`src/rtl/smcm_pkg.sv`:
```
// Shared types and constants for the stereo matrix correlation meter.
// Used by every module of the block; depends on nothing.

package smcm_pkg;

   localparam int SAMPLE_BITS_DEF = 24;
   localparam int SUM_W           = 60;
   localparam int CORR_W          = 16;
   localparam int QUOT_W          = 17;
   localparam int DIV_STEPS       = 16;
   localparam int CSR_ADDR_W      = 4;
   localparam int CSR_DATA_W      = 32;

   // 0.95 and 0.05 in Q15; they add up to exactly one.
   localparam logic signed [15:0] KEEP_Q15   = 16'sd31130;
   localparam logic signed [15:0] NEW_Q15    = 16'sd1638;
   localparam logic signed [32:0] ROUND_Q15  = 33'sd16384;

   typedef enum logic [2:0] {
      MODE_PASS       = 3'd0,
      MODE_MID        = 3'd1,
      MODE_SIDE       = 3'd2,
      MODE_INVERT     = 3'd3,
      MODE_SWAP       = 3'd4,
      MODE_SIDE_MONO  = 3'd5,
      MODE_LEFT_MONO  = 3'd6,
      MODE_RIGHT_MONO = 3'd7
   } mode_type;

   typedef enum logic [1:0] {
      REG_MODE   = 2'd0,
      REG_BYPASS = 2'd1,
      REG_RINV   = 2'd2
   } reg_index_type;

   typedef enum logic [2:0] {
      ST_IDLE,
      ST_MUL,
      ST_ACCUM,
      ST_PREP,
      ST_DIV,
      ST_SMOOTH_A,
      ST_SMOOTH_B,
      ST_DONE
   } state_type;

   typedef struct packed {
      logic load;
      logic step;
   } mac_ctl_type;

endpackage

```
`src/rtl/stereo_matrix_correlation_meter_top.sv`:
```
// Top level of the stereo monitor matrix and phase correlation meter.
// Depends on smcm_pkg and smcm_mac.
//
// Usage: each word on the req_ channel is one stereo sample pair; req_tlast marks the
// last pair of a measurement block. The pair passes the monitor matrix (unless bypassed)
// and the optional right-channel inversion, and comes back on the rsp_ channel together
// with the smoothed correlation in Q1.15, which changes only on block-end words.
// The matrix settings are written through the csr_ port; the user must write them only
// while the block is idle, which the block itself does not enforce. One pair is
// processed at a time: an accepted word passes the bit-serial multiplier that forms the
// products and the accumulation of both sums. A block-end word then passes a set-up
// state, the restoring divider that forms 2P/S and the smoothing states SMOOTH_A and
// SMOOTH_B; a silent block or a ratio at full scale skips the divider. The result then
// moves into the output register, and only after that is a new pair taken, so the
// block never takes a new pair before it is done with the last.
// If the receiver stalls, the result is held in the output register and the next
// pair is processed; it then waits until the output register is free.
// Reset clears the matrix settings, both sums, the smoothed correlation and the
// output valid flag.

module stereo_matrix_correlation_meter_top #(
   parameter  int SAMPLE_BITS = smcm_pkg::SAMPLE_BITS_DEF,
   localparam int IN_W  = ((2 * SAMPLE_BITS + 7) / 8) * 8,
   localparam int OUT_W = ((2 * SAMPLE_BITS + smcm_pkg::CORR_W + 7) / 8) * 8
) (
   input  logic                              clock,
   input  logic                              reset,
   input  logic                              req_tvalid,
   output logic                              req_tready,
   input  logic [IN_W-1:0]                   req_tdata,   // left_in, right_in
   input  logic                              req_tlast,   // block_end
   output logic                              rsp_tvalid,
   input  logic                              rsp_tready,
   output logic [OUT_W-1:0]                  rsp_tdata,   // left_out, right_out, correlation
   input  logic                              csr_psel,
   input  logic                              csr_penable,
   input  logic                              csr_pwrite,
   input  logic [smcm_pkg::CSR_ADDR_W-1:0]   csr_paddr,
   input  logic [smcm_pkg::CSR_DATA_W-1:0]   csr_pwdata,
   output logic [smcm_pkg::CSR_DATA_W-1:0]   csr_prdata,
   output logic                              csr_pready
);

   localparam int SB     = SAMPLE_BITS;
   localparam int SUM_W  = smcm_pkg::SUM_W;
   localparam int PROD_W = 2 * SB;
   localparam int SQ_W   = PROD_W + 1;
   localparam int ACC_W  = (SQ_W + 1 > SUM_W + 1) ? SQ_W + 1 : SUM_W + 1;
   localparam int CNT_W  = $clog2(SB);
   localparam int Q_W    = smcm_pkg::QUOT_W;

   localparam logic signed [SB-1:0] SMIN = {1'b1, {(SB - 1){1'b0}}};
   localparam logic signed [SB-1:0] SMAX = {1'b0, {(SB - 1){1'b1}}};
   localparam logic signed [ACC_W-1:0] PSUM_MAX = {{(ACC_W - SUM_W + 1){1'b0}},
                                                   {(SUM_W - 1){1'b1}}};
   localparam logic signed [ACC_W-1:0] PSUM_MIN = {{(ACC_W - SUM_W + 1){1'b1}},
                                                   {(SUM_W - 1){1'b0}}};
   localparam logic [ACC_W-1:0] SSUM_MAX = {{(ACC_W - SUM_W){1'b0}}, {SUM_W{1'b1}}};
   localparam logic [63:0] SILENCE_64 = (64'd1 << (2 * (SAMPLE_BITS - 1))) / 64'd100000;
   localparam logic [SUM_W-1:0] SILENCE = SILENCE_64[SUM_W-1:0];
   localparam logic [CNT_W-1:0] MUL_LAST = CNT_W'(SB - 1);
   localparam logic [CNT_W-1:0] DIV_LAST = CNT_W'(smcm_pkg::DIV_STEPS - 1);
   localparam logic [Q_W-1:0] Q_FULL = {1'b1, {(Q_W - 1){1'b0}}};
   localparam logic [Q_W-1:0] Q_NEG_LIM = Q_W'(32768);
   localparam logic [Q_W-1:0] Q_POS_LIM = Q_W'(32767);

   // Configuration registers
   smcm_pkg::mode_type mode_ff, mode_in;
   logic               bypass_ff, bypass_in;
   logic               rinv_ff, rinv_in;
   logic               csr_write;
   smcm_pkg::reg_index_type csr_index;

   // Control
   smcm_pkg::state_type   state_ff, state_in;
   logic [CNT_W-1:0]      cnt_ff, cnt_in;
   smcm_pkg::mac_ctl_type mac_ctl;
   logic                  accept, load_out;

   // Sample path
   logic signed [SB-1:0] l_raw, r_raw, lo_mx, ro_mx, ro_fin;
   logic signed [SB:0]   half_sum, half_diff;
   logic signed [SB-1:0] lo_ff, ro_ff;
   logic                 neg_ff, last_ff;
   logic [PROD_W-1:0]    prod_lr, prod_ll, prod_rr;

   // Sums and divider
   logic signed [SUM_W-1:0] psum_ff, psum_in;
   logic [SUM_W-1:0]        ssum_ff, ssum_in;
   logic signed [PROD_W-1:0] prod_signed;
   logic signed [ACC_W-1:0]  psum_acc;
   logic [ACC_W-1:0]         ssum_acc;
   logic [SQ_W-1:0]          sq_new;
   logic [SUM_W-1:0]         mag_p;
   logic [SUM_W:0]           rem_ff, rem_in, rem_shift;
   logic [Q_W-1:0]           q_ff, q_in;
   logic                     zero_ff, zero_in;
   logic                     div_skip;

   // Smoothing
   logic signed [15:0] corr_ff, corr_in, fresh, fresh_ff;
   logic signed [31:0] keep_ff;
   logic signed [31:0] new_part;
   logic signed [32:0] smooth_acc;

   logic               rsp_valid_ff, rsp_valid_in;
   logic [OUT_W-1:0]   rsp_data_ff, rsp_data_in;

   function automatic logic signed [SB-1:0] neg_sat(input logic signed [SB-1:0] x);
      return (x == SMIN) ? SMAX : -x;
   endfunction

   function automatic logic [SB-1:0] mag_of(input logic signed [SB-1:0] x);
      return x[SB-1] ? (~x + 1'b1) : x;
   endfunction

   // ---------------------------------------------------------------- CSR port
   assign csr_pready = 1'b1;
   assign csr_write  = csr_psel & csr_penable & csr_pwrite & csr_pready;
   assign csr_index  = smcm_pkg::reg_index_type'(csr_paddr[3:2]);

   always_comb begin
      mode_in   = mode_ff;
      bypass_in = bypass_ff;
      rinv_in   = rinv_ff;
      if (csr_write && csr_paddr[1:0] == 2'b00) begin
         case (csr_index)
            smcm_pkg::REG_MODE:   mode_in   = smcm_pkg::mode_type'(csr_pwdata[2:0]);
            smcm_pkg::REG_BYPASS: bypass_in = csr_pwdata[0];
            smcm_pkg::REG_RINV:   rinv_in   = csr_pwdata[0];
            default: ;
         endcase
      end
   end

   always_comb begin
      case (csr_index)
         smcm_pkg::REG_MODE:   csr_prdata = smcm_pkg::CSR_DATA_W'(mode_ff);
         smcm_pkg::REG_BYPASS: csr_prdata = smcm_pkg::CSR_DATA_W'(bypass_ff);
         smcm_pkg::REG_RINV:   csr_prdata = smcm_pkg::CSR_DATA_W'(rinv_ff);
         default:              csr_prdata = '0;
      endcase
   end

   // ---------------------------------------------------------------- matrix
   assign l_raw     = req_tdata[SB-1:0];
   assign r_raw     = req_tdata[2*SB-1:SB];
   // An arithmetic shift of the widened sum halves it rounding toward minus infinity.
   assign half_sum  = ({l_raw[SB-1], l_raw} + {r_raw[SB-1], r_raw}) >>> 1;
   assign half_diff = ({l_raw[SB-1], l_raw} - {r_raw[SB-1], r_raw}) >>> 1;

   always_comb begin
      lo_mx = l_raw;
      ro_mx = r_raw;
      if (!bypass_ff) begin
         case (mode_ff)
            smcm_pkg::MODE_PASS: begin
               lo_mx = l_raw;
               ro_mx = r_raw;
            end
            smcm_pkg::MODE_MID: begin
               lo_mx = half_sum[SB-1:0];
               ro_mx = half_sum[SB-1:0];
            end
            smcm_pkg::MODE_SIDE: begin
               lo_mx = half_diff[SB-1:0];
               ro_mx = neg_sat(half_diff[SB-1:0]);
            end
            smcm_pkg::MODE_INVERT: begin
               lo_mx = neg_sat(l_raw);
               ro_mx = neg_sat(r_raw);
            end
            smcm_pkg::MODE_SWAP: begin
               lo_mx = r_raw;
               ro_mx = l_raw;
            end
            smcm_pkg::MODE_SIDE_MONO: begin
               lo_mx = half_diff[SB-1:0];
               ro_mx = half_diff[SB-1:0];
            end
            smcm_pkg::MODE_LEFT_MONO: begin
               lo_mx = l_raw;
               ro_mx = l_raw;
            end
            smcm_pkg::MODE_RIGHT_MONO: begin
               lo_mx = r_raw;
               ro_mx = r_raw;
            end
            default: ;
         endcase
      end
      ro_fin = rinv_ff ? neg_sat(ro_mx) : ro_mx;
   end

   // ---------------------------------------------------------------- control
   always_comb begin
      state_in = state_ff;
      case (state_ff)
         smcm_pkg::ST_IDLE:     if (req_tvalid) state_in = smcm_pkg::ST_MUL;
         smcm_pkg::ST_MUL:      if (cnt_ff == '0) state_in = smcm_pkg::ST_ACCUM;
         smcm_pkg::ST_ACCUM:    state_in = last_ff ? smcm_pkg::ST_PREP : smcm_pkg::ST_DONE;
         smcm_pkg::ST_PREP:     state_in = div_skip ? smcm_pkg::ST_SMOOTH_A : smcm_pkg::ST_DIV;
         smcm_pkg::ST_DIV:      if (cnt_ff == '0) state_in = smcm_pkg::ST_SMOOTH_A;
         smcm_pkg::ST_SMOOTH_A: state_in = smcm_pkg::ST_SMOOTH_B;
         smcm_pkg::ST_SMOOTH_B: state_in = smcm_pkg::ST_DONE;
         smcm_pkg::ST_DONE:     if (!rsp_valid_ff || rsp_tready) state_in = smcm_pkg::ST_IDLE;
         default:               state_in = smcm_pkg::ST_IDLE;
      endcase
   end

   always_comb begin
      req_tready   = 1'b0;
      mac_ctl.load = 1'b0;
      mac_ctl.step = 1'b0;
      load_out     = 1'b0;
      case (state_ff)
         smcm_pkg::ST_IDLE: begin
            req_tready   = 1'b1;
            mac_ctl.load = req_tvalid;
         end
         smcm_pkg::ST_MUL:  mac_ctl.step = 1'b1;
         smcm_pkg::ST_DONE: load_out = !rsp_valid_ff || rsp_tready;
         default: ;
      endcase
   end

   assign accept = req_tvalid & req_tready;

   always_comb begin
      cnt_in = cnt_ff;
      if (accept) begin
         cnt_in = MUL_LAST;
      end else if (state_ff == smcm_pkg::ST_PREP) begin
         cnt_in = DIV_LAST;
      end else if ((state_ff == smcm_pkg::ST_MUL || state_ff == smcm_pkg::ST_DIV) &&
                   cnt_ff != '0) begin
         cnt_in = cnt_ff - 1'b1;
      end
   end

   smcm_mac #(
      .SAMPLE_BITS(SAMPLE_BITS)
   ) u_mac (
      .clock   (clock),
      .ctl     (mac_ctl),
      .mag_l   (mag_of(lo_mx)),
      .mag_r   (mag_of(ro_fin)),
      .prod_lr (prod_lr),
      .prod_ll (prod_ll),
      .prod_rr (prod_rr)
   );

   // ---------------------------------------------------------------- sums
   always_comb begin
      prod_signed = neg_ff ? -$signed(prod_lr) : $signed(prod_lr);
      psum_acc = {{(ACC_W - SUM_W){psum_ff[SUM_W-1]}}, psum_ff} +
                 {{(ACC_W - PROD_W){prod_signed[PROD_W-1]}}, prod_signed};
      sq_new   = {1'b0, prod_ll} + {1'b0, prod_rr};
      ssum_acc = {{(ACC_W - SUM_W){1'b0}}, ssum_ff} + {{(ACC_W - SQ_W){1'b0}}, sq_new};
      psum_in  = psum_ff;
      ssum_in  = ssum_ff;
      if (state_ff == smcm_pkg::ST_ACCUM) begin
         if (psum_acc > PSUM_MAX) begin
            psum_in = PSUM_MAX[SUM_W-1:0];
         end else if (psum_acc < PSUM_MIN) begin
            psum_in = PSUM_MIN[SUM_W-1:0];
         end else begin
            psum_in = psum_acc[SUM_W-1:0];
         end
         ssum_in = (ssum_acc > SSUM_MAX) ? {SUM_W{1'b1}} : ssum_acc[SUM_W-1:0];
      end else if (state_ff == smcm_pkg::ST_SMOOTH_B) begin
         psum_in = '0;
         ssum_in = '0;
      end
   end

   // ---------------------------------------------------------------- divider
   assign mag_p     = psum_ff[SUM_W-1] ? (~psum_ff + 1'b1) : psum_ff;
   assign div_skip  = (ssum_ff <= SILENCE) || (mag_p >= ssum_ff);
   assign rem_shift = {rem_ff[SUM_W-1:0], 1'b0};

   always_comb begin
      rem_in  = rem_ff;
      q_in    = q_ff;
      zero_in = zero_ff;
      case (state_ff)
         smcm_pkg::ST_PREP: begin
            rem_in  = {1'b0, mag_p};
            zero_in = ssum_ff <= SILENCE;
            q_in    = (ssum_ff > SILENCE && mag_p >= ssum_ff) ? Q_FULL : '0;
         end
         smcm_pkg::ST_DIV: begin
            if (rem_shift >= {1'b0, ssum_ff}) begin
               rem_in = rem_shift - {1'b0, ssum_ff};
               q_in   = {q_ff[Q_W-2:0], 1'b1};
            end else begin
               rem_in = rem_shift;
               q_in   = {q_ff[Q_W-2:0], 1'b0};
            end
         end
         default: ;
      endcase
   end

   // ---------------------------------------------------------------- smoothing
   always_comb begin
      if (zero_ff) begin
         fresh = '0;
      end else if (psum_ff[SUM_W-1]) begin
         fresh = (q_ff >= Q_NEG_LIM) ? 16'sh8000 : -$signed(q_ff[15:0]);
      end else begin
         fresh = (q_ff >= Q_POS_LIM) ? 16'sh7fff : $signed(q_ff[15:0]);
      end
      new_part   = fresh_ff * smcm_pkg::NEW_Q15;
      smooth_acc = {keep_ff[31], keep_ff} + {new_part[31], new_part} + smcm_pkg::ROUND_Q15;
      corr_in    = (state_ff == smcm_pkg::ST_SMOOTH_B) ? smooth_acc[30:15] : corr_ff;
   end

   // ---------------------------------------------------------------- output register
   always_comb begin
      rsp_valid_in = rsp_valid_ff;
      rsp_data_in  = rsp_data_ff;
      if (load_out) begin
         rsp_valid_in = 1'b1;
         rsp_data_in  = OUT_W'({corr_ff, ro_ff, lo_ff});
      end else if (rsp_tready) begin
         rsp_valid_in = 1'b0;
      end
   end

   assign rsp_tvalid = rsp_valid_ff;
   assign rsp_tdata  = rsp_data_ff;

   // ---------------------------------------------------------------- registers
   always_ff @(posedge clock) begin
      if (reset) begin
         mode_ff      <= smcm_pkg::MODE_PASS;
         bypass_ff    <= 1'b0;
         rinv_ff      <= 1'b0;
         state_ff     <= smcm_pkg::ST_IDLE;
         psum_ff      <= '0;
         ssum_ff      <= '0;
         corr_ff      <= '0;
         rsp_valid_ff <= 1'b0;
      end else begin
         mode_ff      <= mode_in;
         bypass_ff    <= bypass_in;
         rinv_ff      <= rinv_in;
         state_ff     <= state_in;
         psum_ff      <= psum_in;
         ssum_ff      <= ssum_in;
         corr_ff      <= corr_in;
         rsp_valid_ff <= rsp_valid_in;
      end
   end

   always_ff @(posedge clock) begin
      cnt_ff      <= cnt_in;
      rem_ff      <= rem_in;
      q_ff        <= q_in;
      zero_ff     <= zero_in;
      rsp_data_ff <= rsp_data_in;
      if (state_ff == smcm_pkg::ST_SMOOTH_A) begin
         fresh_ff <= fresh;
         keep_ff  <= corr_ff * smcm_pkg::KEEP_Q15;
      end
      if (accept) begin
         lo_ff    <= lo_mx;
         ro_ff    <= ro_fin;
         neg_ff   <= lo_mx[SB-1] ^ ro_fin[SB-1];
         last_ff  <= req_tlast;
      end
   end

endmodule

```
`src/rtl/smcm_mac.sv`:
```
// Bit-serial multiplier for the correlation sums: forms |L|*|R|, |L|*|L| and |R|*|R|.
// One multiplier bit per cycle while ctl.step is set; depends on smcm_pkg.

module smcm_mac #(
   parameter int SAMPLE_BITS = smcm_pkg::SAMPLE_BITS_DEF
) (
   input  logic                       clock,
   input  smcm_pkg::mac_ctl_type      ctl,
   input  logic [SAMPLE_BITS-1:0]     mag_l,
   input  logic [SAMPLE_BITS-1:0]     mag_r,
   output logic [2*SAMPLE_BITS-1:0]   prod_lr,
   output logic [2*SAMPLE_BITS-1:0]   prod_ll,
   output logic [2*SAMPLE_BITS-1:0]   prod_rr
);

   localparam int SB = SAMPLE_BITS;

   logic [SB-1:0]   mcl_ff, mcl_in, mcr_ff, mcr_in;
   logic [SB-1:0]   shl_ff, shl_in, shr_ff, shr_in;
   logic [2*SB-1:0] acc_lr_ff, acc_lr_in, acc_ll_ff, acc_ll_in, acc_rr_ff, acc_rr_in;
   logic [SB:0]     sum_lr, sum_ll, sum_rr;

   // The upper half takes the partial product and the whole word moves one bit right.
   always_comb begin
      sum_lr = {1'b0, acc_lr_ff[2*SB-1:SB]} + (shr_ff[0] ? {1'b0, mcl_ff} : '0);
      sum_ll = {1'b0, acc_ll_ff[2*SB-1:SB]} + (shl_ff[0] ? {1'b0, mcl_ff} : '0);
      sum_rr = {1'b0, acc_rr_ff[2*SB-1:SB]} + (shr_ff[0] ? {1'b0, mcr_ff} : '0);
      mcl_in    = mcl_ff;
      mcr_in    = mcr_ff;
      shl_in    = shl_ff;
      shr_in    = shr_ff;
      acc_lr_in = acc_lr_ff;
      acc_ll_in = acc_ll_ff;
      acc_rr_in = acc_rr_ff;
      if (ctl.load) begin
         mcl_in    = mag_l;
         mcr_in    = mag_r;
         shl_in    = mag_l;
         shr_in    = mag_r;
         acc_lr_in = '0;
         acc_ll_in = '0;
         acc_rr_in = '0;
      end else if (ctl.step) begin
         shl_in    = {1'b0, shl_ff[SB-1:1]};
         shr_in    = {1'b0, shr_ff[SB-1:1]};
         acc_lr_in = {sum_lr, acc_lr_ff[SB-1:1]};
         acc_ll_in = {sum_ll, acc_ll_ff[SB-1:1]};
         acc_rr_in = {sum_rr, acc_rr_ff[SB-1:1]};
      end
   end

   always_ff @(posedge clock) begin
      mcl_ff    <= mcl_in;
      mcr_ff    <= mcr_in;
      shl_ff    <= shl_in;
      shr_ff    <= shr_in;
      acc_lr_ff <= acc_lr_in;
      acc_ll_ff <= acc_ll_in;
      acc_rr_ff <= acc_rr_in;
   end

   assign prod_lr = acc_lr_ff;
   assign prod_ll = acc_ll_ff;
   assign prod_rr = acc_rr_ff;

endmodule

```
`config.mk`:
```
export PLATFORM = sky130hd
export DESIGN_NAME = stereo_matrix_correlation_meter_top
export DESIGN_NICKNAME = d
export VERILOG_FILES = /design/src/rtl/smcm_pkg.sv /design/src/rtl/stereo_matrix_correlation_meter_top.sv /design/src/rtl/smcm_mac.sv
export SDC_FILE = /design/constraint.sdc
export NUM_CORES = 2
export LEC_CHECK = 0
export BUFFER_PORTS_ARGS = -buffer_cell sky130_fd_sc_hd__buf_4
export CAP_MARGIN = 20
export CORE_MARGIN = 2
export CORE_UTILIZATION = 30
export DETAILED_ROUTE_END_ITERATION = 10
export HOLD_SLACK_MARGIN = 0.02
export PLACE_DENSITY = 0.55
export SLEW_MARGIN = 20
export SYNTH_ARGS = -nofsm -noshare
export SYNTH_HDL_FRONTEND = slang
export SYNTH_HIERARCHICAL = 1
export SYNTH_SLANG_ARGS = --single-unit
```
`constraint.sdc`:
```
create_clock -name clock -period 21.3 [get_ports clock]
set_input_delay 2.13 -clock clock [delete_from_list [all_inputs] [get_ports clock]]
set_output_delay 2.13 -clock clock [all_outputs]
set_load 0.05 [all_outputs]
```
==> flow_metrics.py <==
metrics = {
    "routing": {
        "vias": 49800,
        "drtAntennaViolNets": 0,
        "drc_errors": 0,
        "drt_first_pass_iters": 7,
        "drt-vias-per-instance": 5.30,
        "wl_um": 180000,
        "wl_per_cell_um": 19.1,
        "drt_iter0_markers": 3200,
    },
    "timing": {
        "period_minus_slack_ns": 9.40,
        "finalHoldViolCount": 0,
        "rsz0062_at_grt": "no",
        "period_share_pct": 44.1,
        "max-slew-margin-rel_pct": 18.3,
        "worst_slew_pin_slew_ns": 1.22,
        "clock.fmax_ghz": 0.106,
        "skew_ns": 0.0420,
        "setup_viol": 0,
        "timing.setup.tns_ns": 0,
        "drv_slew": 0,
    },
    "clocking": {
        "cts_setup_buffers": 0,
        "path_clk_slew_ns": 0.06,
        "cts_buffers": 76,
        "cts_resized": 0,
        "cts.sinks": 628,
        "cts_buffer_depth": 3,
        "worstSkewPairLatency_ns": 0.70,
        "hold_buffers": 0,
        "cts-root-buf": "clkbuf_16",
        "htree_levels": 3,
        "cts_tree": "done",
    },
    "synthesis": {
        "avgSynthCellArea_um2": 8.78,
        "synthArstFlopShare_pct": 0,
        "yosysWarnings": 6,
        "seq_area_frac_synth_pct": 27.0,
        "synthCells": 6727,
        "yosys_most_used_dff": "edfxtp_1",
        "ys_ff_latch": 628,
        "synth_cell_type_count": 128,
        "syn_area_mm2": 0.0590,
        "synth-edff-count": 334,
    },
    "critical_path": {
        "crit_fanout": 19,
        "required_ns": 21.72,
        "end_kind": "register",
        "cp_slowest_cell": "xor2_1",
        "worstSetupStartpointType": "input pin",
        "slowest_delay_ns": 0.75,
        "arrival_ns": 9.81,
        "worst_path_most_repeated_cell": "ha_1",
        "r2r_cells": 25,
        "crit_type": "in2reg",
    },
    "cells_and_area": {
        "multiInputGateArea_mm2": 0.0401,
        "fin_nets": 7605,
        "syn_to_final_growth_pct": 10.4,
        "antenna_cells": 0,
        "drive_gt1_share_pct": 7.15,
        "fin_cells": 9397,
        "regArea_mm2": 0.0159,
        "n_fill_cell": 20200,
    },
    "global_routing": {
        "grt_pass1_vias": 49200,
        "grt_overflow_total": 0,
        "grt_util_all_layers_pct": 17.7,
        "grt_max_degree": 80,
        "grt_antenna_before_repair": 0,
        "grt_first_pass_wirelength_um": 281000,
    },
    "floorplan": {
        "die_x_um": 448,
        "design.portCount": 191,
        "start_util_pct": 30.3,
        "rows": 162,
        "die_y_um": 448,
        "die-area_mm2": 0.200,
        "core_area_mm2": 0.195,
    },
    "power": {
        "power_density_mw_per_mm2": 131,
        "vdd_drop_max_mv": 0.132,
        "leakage_nw": 27.4,
    },
    "worst_hold_path": {
        "min_delay_path_depth": 0,
        "hp-class": "reg2reg",
    },
    "run": {
        "drv_cap": 0,
    },
    "place": {
        "gp_congestion": 0.944,
        "portBuffers": 131,
        "dp_hpwl_um": 139000,
        "dp.cells": 9254,
    },
    "run_status": {
        "status": "complete, no violations",
    },
}
## worst paths after layout
kind | to | startpoint | slack [ns]
setup reg to reg | psum_ff[21] | u_mac/prod_lr[19] | 12.08
hold reg to reg | rsp_tdata[0] | lo_ff[0] | 0.41
setup / recovery | u_mac/shr_ff[14] | req_tdata[28] | 11.90
hold / removal | rsp_tdata[0] | lo_ff[0] | 0.41
## Yosys cell counts, types with 16 or more instances
cell type | number | area share (%)
ha_1 | 583 | 12
nor2_1 | 554 | 3.5
nand2_1 | 498 | 3.2
inv_1 | 494 | 3.1
a21oi_1 | 455 | 3.9
o21ai_0 | 377 | 3.2
xnor2_1 | 368 | 5.5
edfxtp_1 | 334 | 17
dfxtp_1 | 294 | 10
clkbuf_1 | 227 | 1.4
fa_1 | 221 | 7.5
mux2i_1 | 183 | 3.1
a21o_1 | 175 | 2.2
nor3_1 | 149 | 1.3
nand3_1 | 129 | 1.1
and2_1 | 118 | 1.3
xor2_1 | 111 | 1.6
a221oi_1 | 75 | 1.1
nand2b_1 | 74 | 0.78
o31ai_1 | 73 | 0.93
a211oi_1 | 71 | 0.90
or3_1 | 70 | 0.74
nor2b_1 | 62 | 0.66
nor4_1 | 62 | 0.66
o211ai_1 | 58 | 0.74
nand4_1 | 55 | 0.58
a31oi_1 | 54 | 0.57
o21bai_1 | 54 | 0.69
o21a_1 | 52 | 0.66
and3_1 | 51 | 0.54
mux2_2 | 51 | 0.97
or4_1 | 36 | 0.46
buf_1 | 32 | 0.20
buf_4 | 31 | 0.39
o41ai_1 | 31 | 0.46
o21ai_1 | 30 | 0.25
or2_2 | 27 | 0.29
buf_2 | 25 | 0.21
o22ai_1 | 20 | 0.21
a211o_1 | 19 | 0.28
nor3b_1 | 19 | 0.24
and4_1 | 17 | 0.25
nand3b_1 | 16 | 0.20
## report_power, final
part	total, mW	switching (mW)	internal, mW
Clock	1.34	0.575	0.766
Combinational	5.20	3.03	2.16
Sequential	1.98	0.310	1.67
## cells by family (layout without fill, tap and decap cells)
| logic type | count (synthesis) | after routing | synth area share, % |
|---|---|---|---|
| simple gates | 1975 | 1975 | 16.4 |
| compound gates | 1785 | 1785 | 20.0 |
| buf+inv | 816 | 834 | 5.49 |
| fa+ha+maj | 804 | 804 | 19.8 |
| flops | 628 | 628 | 27.0 |
| xor+xnor | 480 | 480 | 7.13 |
| mux | 237 | 237 | 4.16 |
| other cells | 2 | 30 | 0.0127 |
## layout make-up
class | instances | share of cell area, %
inverters | 496 | 2.86
well taps | 2624 | 5.03
clock inverters | 42 | 0.606
flip-flops and latches | 628 | 24.4
multi-input cells | 5311 | 61.5
clock buffers | 100 | 3.28
repair buffers | 196 | 2.31
## metrics by stage
stage	setup WS, ns	power, mW	hold WS (ns)	utilization [%]	cell area [µm²]
2_1_floorplan	12.65	5.89	0.400	-	59200
3_3_place_gp	11.37	7.09	0.405	32.1	62600
3_5_place_dp	11.29	7.17	0.405	32.1	62600
4_1_cts	12.07	8.58	0.415	33.4	65200
5_1_grt	11.49	9.31	0.422	33.4	65200
6_report	11.90	8.52	0.413	33.4	65200
## routing by layer
metal  vias up  wire length [µm]  track usage (%)
met5         -                 0                0
met3       288              8240             2.17
met4         0              7520             7.04
li1      24300                 -                -
met1     23900             79400             22.7
met2      1249             84400             29.9
## layout by cell type, fill, tap and decap left out, types with 70 or more instances in the layout
master / instances
a21oi_1: 455
o21ai_0: 376
fa_1: 221
or3_1: 70
nand2_1: 497
xor2_1: 111
nand3_1: 129
a221oi_1: 75
mux2i_1: 183
nor3_1: 145
nor2_1: 550
edfxtp_1: 334
a211oi_1: 71
xnor2_1: 368
buf_4: 194
clkbuf_16: 81
dfxtp_1: 289
o31ai_1: 73
inv_1: 493
and2_1: 116
nand2b_1: 73
ha_1: 583
a21o_1: 175
## flip-flops by register name, summed over array words and instances, names as in the netlist, 30 cells and up
register / cells
u_mac/prod_rr: 48
ssum_ff: 60
keep_ff: 30
rem_ff: 60
rsp_tdata: 64
u_mac/prod_ll: 48
u_mac/prod_lr: 48
psum_ff: 60
## worst max-delay path, delay by kind of cell
family	cells	cell delay, ns
AND/OR/NAND/NOR	11	2.79
AO/OA/AOI/OAI	6	1.93
adder cells (fa/ha/maj)	3	1.11
XOR/XNOR	2	0.93
buffers and inverters	4	0.60
multiplexers	1	0.28
Note: power is estimated with default switching activity, not from simulation.
